### src/hw/rtl/set_associative_lru_cache_tags_core_defines.svh
// Assertion macros for the cache tag core.
// Included by the RTL files that carry checks; no other dependencies.
`ifndef SET_ASSOCIATIVE_LRU_CACHE_TAGS_CORE_DEFINES_SVH
`define SET_ASSOCIATIVE_LRU_CACHE_TAGS_CORE_DEFINES_SVH
`ifndef SYNTH
// Same-cycle implication, sampled on clk, off while in reset
`define SALC_ASSERT_IMP(lbl, ante, cons) \
    lbl: assert property (@(posedge clk) disable iff (!rst_n) (ante) |-> (cons)) \
        else $error("%m: check failed");
// Next-cycle implication, sampled on clk, off while in reset
`define SALC_ASSERT_NXT(lbl, ante, cons) \
    lbl: assert property (@(posedge clk) disable iff (!rst_n) (ante) |=> (cons)) \
        else $error("%m: check failed");
`else
`define SALC_ASSERT_IMP(lbl, ante, cons)
`define SALC_ASSERT_NXT(lbl, ante, cons)
`endif
`endif

### src/hw/rtl/salc_lookup.sv
// Tag compare, victim choice and LRU reorder for one set row.
// Purely combinational; no package dependency.
module salc_lookup #(
    parameter int WAYS  = 4,
    parameter int TAG_W = 25,
    parameter int WAY_W = 2
) (
    input  logic [TAG_W-1:0]      tag,
    input  logic [WAYS*TAG_W-1:0] row_tags,
    input  logic [WAYS-1:0]       row_valid,
    input  logic [WAYS*WAY_W-1:0] row_order,
    output logic                  hit,
    output logic [WAY_W-1:0]      way,
    output logic [WAYS*TAG_W-1:0] new_tags,
    output logic [WAYS-1:0]       new_valid,
    output logic [WAYS*WAY_W-1:0] new_order
);

    logic [WAY_W-1:0] hit_way;
    logic [WAY_W-1:0] victim;
    logic             found;
    logic [WAY_W-1:0] pos;

    // Compare all ways; the lowest matching way wins
    always_comb
    begin
        hit     = 1'b0;
        hit_way = '0;
        for (int w = WAYS - 1; w >= 0; w--)
        begin
            if (row_valid[w] && (row_tags[w*TAG_W +: TAG_W] == tag))
            begin
                hit     = 1'b1;
                hit_way = WAY_W'(w);
            end
        end
    end

    // Take the least recent way as victim, guarding against a stray code
    always_comb
    begin
        victim = row_order[WAY_W-1:0];
        if (32'(victim) >= WAYS)
        begin
            victim = '0;
        end
        way = hit ? hit_way : victim;
    end

    // Refill the victim on a miss
    always_comb
    begin
        new_tags  = row_tags;
        new_valid = row_valid;
        for (int w = 0; w < WAYS; w++)
        begin
            if (!hit && (victim == WAY_W'(w)))
            begin
                new_tags[w*TAG_W +: TAG_W] = tag;
                new_valid[w]               = 1'b1;
            end
        end
    end

    // Locate the used way in the order list
    always_comb
    begin
        found = 1'b0;
        pos   = '0;
        for (int i = WAYS - 1; i >= 0; i--)
        begin
            if (row_order[i*WAY_W +: WAY_W] == way)
            begin
                found = 1'b1;
                pos   = WAY_W'(i);
            end
        end
    end

    // Close the gap and move the used way to the most recent end
    always_comb
    begin
        new_order = row_order;
        for (int j = 0; j < WAYS; j++)
        begin
            if (found && (WAY_W'(j) >= pos))
            begin
                if (j == WAYS - 1)
                begin
                    new_order[j*WAY_W +: WAY_W] = way;
                end
                else
                begin
                    new_order[j*WAY_W +: WAY_W] = row_order[(j+1)*WAY_W +: WAY_W];
                end
            end
        end
    end

endmodule

### config.mk
export PLATFORM = sky130hd
export DESIGN_NAME = salc_lookup
export DESIGN_NICKNAME = d
export VERILOG_FILES = /design/src/hw/rtl/set_associative_lru_cache_tags_core_defines.svh /design/src/hw/rtl/salc_lookup.sv
export SDC_FILE = /design/constraint.sdc
export NUM_CORES = 1
export LEC_CHECK = 0
export BUFFER_PORTS_ARGS = -buffer_cell sky130_fd_sc_hd__clkbuf_2
export CORE_AREA = 2 2 96 98
export DETAILED_ROUTE_END_ITERATION = 6
export DIE_AREA = 0 0 98 100
export GPL_ROUTABILITY_DRIVEN = 0
export GPL_TIMING_DRIVEN = 0
export PLACE_DENSITY_LB_ADDON = 0.25
export SLEW_MARGIN = 20
export SYNTH_ARGS = -nofsm -noshare
export SYNTH_HDL_FRONTEND = slang
export SYNTH_SLANG_ARGS = --single-unit
export TNS_END_PERCENT = 50
### constraint.sdc
create_clock -name vclk -period 11.8
set_clock_uncertainty 0.2 [all_clocks]
set_input_delay 1.77 -clock vclk [all_inputs]
set_output_delay 1.77 -clock vclk [all_outputs]
set_load 0.1 [all_outputs]
==> results.md <==
- Min Tclk post-route: approximately 7.5 ns
- Vias in the first global route: 3497
- Top achievable clock speed: 133 MHz
- Antenna cell count: 0
- Layout cell share with drive strength beyond 1: 0.634
- Total gr overflow: 0
- Worst-margin pin slew: 0.968 ns
- Post-synthesis sequential area ratio: 0
- RSZ-0062 raised after global routing: false
- Post-Syn Instances: 350
- Buffers on Ports: 226
- Mapped Nets: 487
- CP Capture Type: output pin
- Initial antenna violation count: 0
- Pre-CTS WS: 4.34 ns
- Die Span X: 98 um
- Global routing met3 resource utilization: 0.0397
- Avg Cell Area, Syn: ~8.6 sq um
- Multi-input logic area: 2810 sq um
- Initial Util: 0.337
- Status: completed
- Pin count of the biggest net entering global routing: 11
- IO Count: 252
- Top-count cell post-synth: mux2_2
- Final wirelength: 13.0 mm
- Hold path depth: 3
- DRC: 0
- P&R area growth vs syn: 42.7%
- Hold Vio Cnt, Final: 0
- Leading area contributor after synthesis: mux2_2
- Antenna-violating nets left: 0
- Final std cells w/o fill: 687
- Total power: 401 uW
- Pwr Density: 93.9 nW/um^2
- Worst Hold Endpoint: new_valid[3]
- CTS Hold Bufs: 0
- All-Layer GR Usage: 0.245
- Dpl cell area: around 4300 sq um
- Detailed Routing Iterations Pass 1: 4
- CP arrival: 5.57 ns
- Hold crit path type: in2out
- Reg area: 0 sq um
- TNS Setup: 0 ns
- Crit path kind: in2out
- Final setup viols: 0
- Ys Warns: 0
- Startpoint types: input port
- Final core occ: 0.481
- Final Max Slew Viols: 0
- Fin Hold WS: 3.95 ns
- Iteration-0 DRC Markers: 110
- FFs & Latches: 0
- Post-CTS sizing: 0
- Clock buffer count: 0
- GRT Max-Usage Layer: met2
- Core area: 8890 sq um
- Fin crit share: 0.639
- Pleak: between 1.5 and 2 nW
- FILL cells: 920
- Die height: around 100 um
- PnR worst setup slack: 4.26 ns
- Die area: 9800 sq um
- Setup Buffers After CTS: 0
- Peak supply drop: 0.0628 mV
- Maxcap violations: 0
- M2 GR Usage: 0.437
- CP Data Required Time: ~10 ns
- Synth area leaders: mux2_2 (40%), xor2_1 (19%), xnor2_1 (11%)
- Largest fanout on the critical path: 10
- CP startpoint: tag[3]
- Std-Cell Rows: 35
- First-pass GRT wire length: 18.9 mm
- Synth top area share: 0.402
- Global Route met1 Usage: 0.315
- Design area: ~4300 sq um
- Rel. slew slack: 0.349
- Hold Startpoint: row_valid[3]
- Vias per inst: 5.31
- Placed Instances: 687
- Dpl hpwl: 11.2 mm
- Wire per inst: 18.9 um
- Count of cell types in the netlist: 38
- Final net count: 715
- Synth Cell Area: 3000 sq um
- Routed vias: 3647
- Commonest cells post-synth: mux2_2 (107), xor2_1 (66), xnor2_1 (38)
==> routing by layer <==
layer,share of wire,wire length (um)
met1,0.42,5410
met2,0.49,6390
met3,0.078,1020
met5,0,0
met4,0.013,168
==> power breakdown <==
group / switching [mW] / internal (mW)
Clock: 0 / 0
Combinational: 0.314 / 0.0875
Sequential: 0 / 0
==> cell type report <==
class / count / share of cell area
multi-input cells: 313 / 0.657
well taps: 111 / 0.0325
inverters: 1 / 0.000878
repair buffers: 226 / 0.264
plain buffers: 36 / 0.0456
==> critical path: stages <==
cell and delay (ns):
clkbuf_1 0.44, xor2_1 0.18, nor4_1 0.32, nand3_1 0.12, nor4_1 0.85, and2b_1 0.28, nor2b_1 0.13, nand3_1 0.34
buf_2 0.37, mux2_2 0.38, clkbuf_2 0.37
==> cells in the final DEF (no fill, tap or decap), types with 2 or more instances in the layout <==
cell type	n
buf_2	12
buf_4	6
buf_6	3
clkbuf_1	15
clkbuf_2	226
mux2_2	107
nand2_1	9
nand3_1	6
nand4_1	17
nand4b_1	4
nor2_1	3
nor3_2	2
nor4_1	30
nor4b_1	4
o21a_1	3
or2_2	3
xnor2_1	38
xor2_1	66
==> logic make-up (layout without fill, tap and decap cells) <==
group | after synthesis | in the layout | synth area share
and+or+nand+nor | 91 | 91 | 0.192
AOI/OAI and AO/OA | 10 | 10 | 0.0313
xor gates and xnor gates | 104 | 104 | 0.304
buffers and inverters | 37 | 263 | 0.0664
muxes | 108 | 108 | 0.406
==> worst max path at each step <==
stage / cells after the start / slack (ns) / end
after floorplan: 10 / 4.55 / new_tags[14]
final: 11 / 4.26 / new_tags[82]
after global placement: 11 / 4.11 / new_tags[47]
after global routing: 11 / 4.02 / new_tags[85]
after detailed placement: 11 / 4.34 / new_tags[82]
after CTS: 11 / 4.31 / new_tags[82]
Power figures use the tool's default switching activity.
