$ cat src/hw/rtl/set_associative_lru_cache_tags_core_defines.svh
// Assertion macros for the cache tag core.
// Included by the RTL files that carry checks; no other dependencies.
`ifndef SET_ASSOCIATIVE_LRU_CACHE_TAGS_CORE_DEFINES_SVH
`define SET_ASSOCIATIVE_LRU_CACHE_TAGS_CORE_DEFINES_SVH
`ifndef SYNTH
// Same-cycle implication, sampled on clk, off while in reset
`define SALC_ASSERT_IMP(lbl, ante, cons) \
    lbl: assert property (@(posedge clk) disable iff (!rst_n) (ante) |-> (cons)) \
        else $error("%m: check failed");
// Next-cycle implication, sampled on clk, off while in reset
`define SALC_ASSERT_NXT(lbl, ante, cons) \
    lbl: assert property (@(posedge clk) disable iff (!rst_n) (ante) |=> (cons)) \
        else $error("%m: check failed");
`else
`define SALC_ASSERT_IMP(lbl, ante, cons)
`define SALC_ASSERT_NXT(lbl, ante, cons)
`endif
`endif

$ cat src/hw/rtl/salc_pkg.sv
// Shared types and constants for the cache tag core.
// No dependencies; imported by the core and its statistics counters.
package salc_pkg;

    localparam int ADDR_W     = 32;
    localparam int OFFSET_W   = 5;
    localparam int COUNT_W    = 64;
    localparam int WAY_OUT_W  = 2;

    localparam logic [OFFSET_W-1:0] MAX_OFFSET   = 5'd16;
    localparam logic [OFFSET_W-1:0] OFFSET_RESET = 5'd6;

    typedef logic [COUNT_W-1:0] count_t;

    typedef enum logic [0:0] {
        OP_READ  = 1'b0,
        OP_WRITE = 1'b1
    } op_t;

    typedef struct packed {
        count_t write_hits;
        count_t write_requests;
        count_t read_hits;
        count_t read_requests;
    } stats_t;

endpackage

$ cat src/hw/rtl/salc_stats.sv
// Wrapping read/write request and hit counters.
// Depends on salc_pkg for the counter and access types.
module salc_stats (
    input  logic             clk,
    input  logic             rst_n,
    input  logic             upd,
    input  salc_pkg::op_t    op,
    input  logic             hit,
    output salc_pkg::stats_t cnt_next
);

    import salc_pkg::*;

    stats_t cnt_reg;

    // Work out the counts including the current access
    always_comb
    begin
        cnt_next = cnt_reg;
        if (upd)
        begin
            if (op == OP_WRITE)
            begin
                cnt_next.write_requests = cnt_reg.write_requests + count_t'(1);
                if (hit)
                begin
                    cnt_next.write_hits = cnt_reg.write_hits + count_t'(1);
                end
            end
            else
            begin
                cnt_next.read_requests = cnt_reg.read_requests + count_t'(1);
                if (hit)
                begin
                    cnt_next.read_hits = cnt_reg.read_hits + count_t'(1);
                end
            end
        end
    end

    // Hold the counters
    always_ff @(posedge clk or negedge rst_n)
    begin
        if (!rst_n)
        begin
            cnt_reg <= '0;
        end
        else
        begin
            cnt_reg <= cnt_next;
        end
    end

endmodule

$ cat config.mk
export PLATFORM = sky130hd
export DESIGN_NAME = salc_stats
export DESIGN_NICKNAME = d
export VERILOG_FILES = /design/src/hw/rtl/set_associative_lru_cache_tags_core_defines.svh /design/src/hw/rtl/salc_pkg.sv /design/src/hw/rtl/salc_stats.sv
export SDC_FILE = /design/constraint.sdc
export NUM_CORES = 1
export LEC_CHECK = 0
export ABC_AREA = 1
export BUFFER_PORTS_ARGS = -buffer_cell sky130_fd_sc_hd__buf_4
export CORE_MARGIN = 3
export CORE_UTILIZATION = 35
export CTS_BUF_LIST = sky130_fd_sc_hd__clkbuf_2
export DETAILED_ROUTE_END_ITERATION = 16
export PLACE_DENSITY_LB_ADDON = 0.12
export SYNTH_ARGS = -nofsm -noshare
export SYNTH_HDL_FRONTEND = slang
export SYNTH_SLANG_ARGS = --single-unit
$ cat constraint.sdc
create_clock -name clk -period 1.8 [get_ports clk]
set_clock_uncertainty 0.2 [all_clocks]
set_input_delay 0.27 -clock clk [delete_from_list [all_inputs] [get_ports clk]]
set_output_delay 0.27 -clock clk [all_outputs]
set_load 0.05 [all_outputs]
==> out/qor.yml <==
yosys:
  synthXorXnorAreaFrac_pct: 10.4
  ys_types: 35
  synth_seq_cells: 256
  synth.avg_cell_area_um2: 7.17
  synth-simple-area-share_pct: 39.4
  synth_top_flop_cell: "dfrtp_1"
  synthMuxAreaShare_pct: 0
  ys_warn_count: 0
  synth_compound_area_share_pct: 0.667
  synth_edf_count: 0
  yosys-top-cells-count: "nand2_1, nor2_1, dfrtp_1"
  async_flop_share_pct: 100
  yosys-top-cells-area: "dfrtp_1, nand2_1, nor2_1"
  synth_top_family_by_area: "simple AND/OR/NAND/NOR gates"
  synthesis.nets: 2102
  syn_area_um2: 15000
  syn-instance-count: 2093
  synth_seq_area_share_pct: 42.7
  synth_most_common_cell: "nand2_1"
  synth_fa_ha_area_share_pct: 0.333
  yosysTopAreaCell: "dfrtp_1"
  yosysTopAreaCellShare_pct: 42.7
routing:
  wl_um: 69100
  num_vias: 18917
  drc_errors: 0
  wl_per_cell_um: 17.8
  avgViaCountPerCell: 4.86
  ant_nets: 0
  drt_iter0_markers: 1091
  drtPass1Iterations: 6
layout:
  nets: 3294
  drive_gt1_share_pct: 64.9
  area_delta_synth_final_pct: 116
  utilization_pct: 77.0
  largest_reg_flops: 256
power:
  power_switching_uw: 5510
  leakagePower_uw: 0.0155
  swShare_pct: 36.8
  power_frac_clock_pct: 32.7
  ir_worst_vdd_mv: 1.25
  pwr-share-comb_pct: 25.5
  intPower_uw: 9480
  p_seq_share_pct: 41.8
  power_density_nw_per_um2: 462
  finalPower_uw: 15000
global_routing:
  busiest_layer: "met2"
  grt-ovfl-total: 0
  grt_max_degree: 44
  use_met2_pct: 46.2
  track_usage_pct: 27.6
  grt_pass1_wl_um: 98200
  use_met3_pct: 7.16
  use_met1_pct: 34.3
  grt_pass1_vias: 18988
  antenna_found_initial: 2
floorplanning:
  fp.coreArea_um2: 42100
  pin_count: 261
  die_area_um2: 45400
  start_util_pct: 35.6
  die_x_um: 213
  num_rows: 75
  dieHeight_um: 213
clocking:
  clkTransAtPathRegs_ns: 0.12
  postCtsHoldBufs: 10
  cts.path.max_buffers: 3
  cts.sinks: 256
  cts_buffers: 78
  worstSkewPairLatency_ns: 1.09
  root_buffer: "clkbuf_2"
  htree_levels: 3
  cts_tree: "built"
worst_setup_path:
  cp_max_fo: 4
  cp.required_ns: 1.33
  crit_type: "reg2out"
  crit_path_end_kind: "primary output"
  cp.arrival_ns: 2.94
  start_kind: "flop"
sta:
  setup_slack_ns: -1.61
  setup_viol: 444
  max_slew_margin_pct: 65.4
  tightest_slew_ns: 0.519
  rsz0062_at_grt: "yes"
  fmax_mhz: 294
  hold_viol_final: 137
  finalCritPeriodShare_pct: 189
  finalHoldWorstSlack_ns: -0.451
  drv_slew: 0
  min_period_ns: 3.41
run_status:
  violations: "hold timing, setup timing"
  status: "finished with violations"
placement:
  port_buffers: 260
  preCtsSetupSlack_ns: -0.628
  gp_congestion: 0.904
  dp_hpwl_um: 47500
run:
  drv_cap: 0
hold_path:
  hp-class: "in2reg"
placed cells by master (no fill, tap or decap), types with 72 or more instances in the layout:
cell type,instances
nand2_1,356
dfrtp_2,78
nor2_2,78
inv_1,193
dfrtp_1,178
nand3_1,82
buf_6,237
clkbuf_2,126
nor2_1,170
buf_8,72
buf_4,780
nand2_2,207
nor2_4,172
what timing repair did:
| action | in CTS | in global routing |
|---|---|---|
| setup endpoints to repair | 434 | 471 |
| endpoints found under the hold margin | 486 | 169 |
| pin swaps | 193 | 336 |
| resized for setup | 537 | 524 |
| setup buffers | 99 | 129 |
| cloned | 0 | 0 |
power groups by stage:
stage / sequential, uW / clock, uW / combinational (uW)
6_report: 6260 / 4910 / 3830
5_1_grt: 6290 / 5360 / 4020
4_1_cts: 6230 / 5010 / 3450
3_5_place_dp: 6300 / 0 / 3010
3_3_place_gp: 6280 / 0 / 2960
2_1_floorplan: 6310 / 0 / 1540
layer usage:
layer,part of all wire [%],vias to the layer above
li1,-,8981
met1,39,9161
met2,51,588
met3,6.3,187
met4,3.5,0
met5,0,-
area by class of cell:
type / count / area [um2]
repair buffers: 1118 / 10100
clock buffers: 126 / 631
fillers: 2678 / 9700
inverters: 251 / 975
diodes: 4 / 10.0
clock inverters: 15 / 85.1
flip-flops and latches: 256 / 6500
well taps: 539 / 674
multi-input cells: 1580 / 13500
worst paths after layout:
check | start | to | slack, ns | cells past startpoint
min in group asynchronous | rst_n | cnt_reg[228] | 0.60 | 4
max | cnt_reg[1] | cnt_next[35] | -1.61 | 10
max in group asynchronous | rst_n | cnt_reg[161] | 0.12 | 5
min reg2reg | cnt_reg[95] | cnt_reg[95] | 0.35 | 1
max reg2reg | cnt_reg[70] | cnt_reg[125] | -0.48 | 12
min | op | cnt_reg[2] | -0.45 | 5
stage by stage:
stage / TNS (ns) / instances / instance area [um2]
after floorplan: -100.74 / 2093 / 18500
after global placement: -104.77 / 3534 / 26200
after detailed placement: -115.03 / 3534 / 26200
after CTS: -399.67 / 3784 / 29700
after global routing: -456.87 / 3889 / 32400
final: -390.81 / 3889 / 32400
cell families after synthesis:
group                      after synthesis
AOI/OAI and AO/OA                       18
xor gates and xnor gates               179
adders and majority gates                4
buffers and inverters                  257
DFF                                    256
and+or+nand+nor                       1379
critical path: stages (launching register included):
cell	delay, ns
dfrtp_1	0.42
buf_6	0.14
nand3_4	0.09
nor2_4	0.20
buf_6	0.14
nand3_4	0.07
nor2_4	0.18
nand2_4	0.08
nor2_4	0.16
xor2_4	0.18
buf_6	0.18
(Power assumes the default switching activity.)
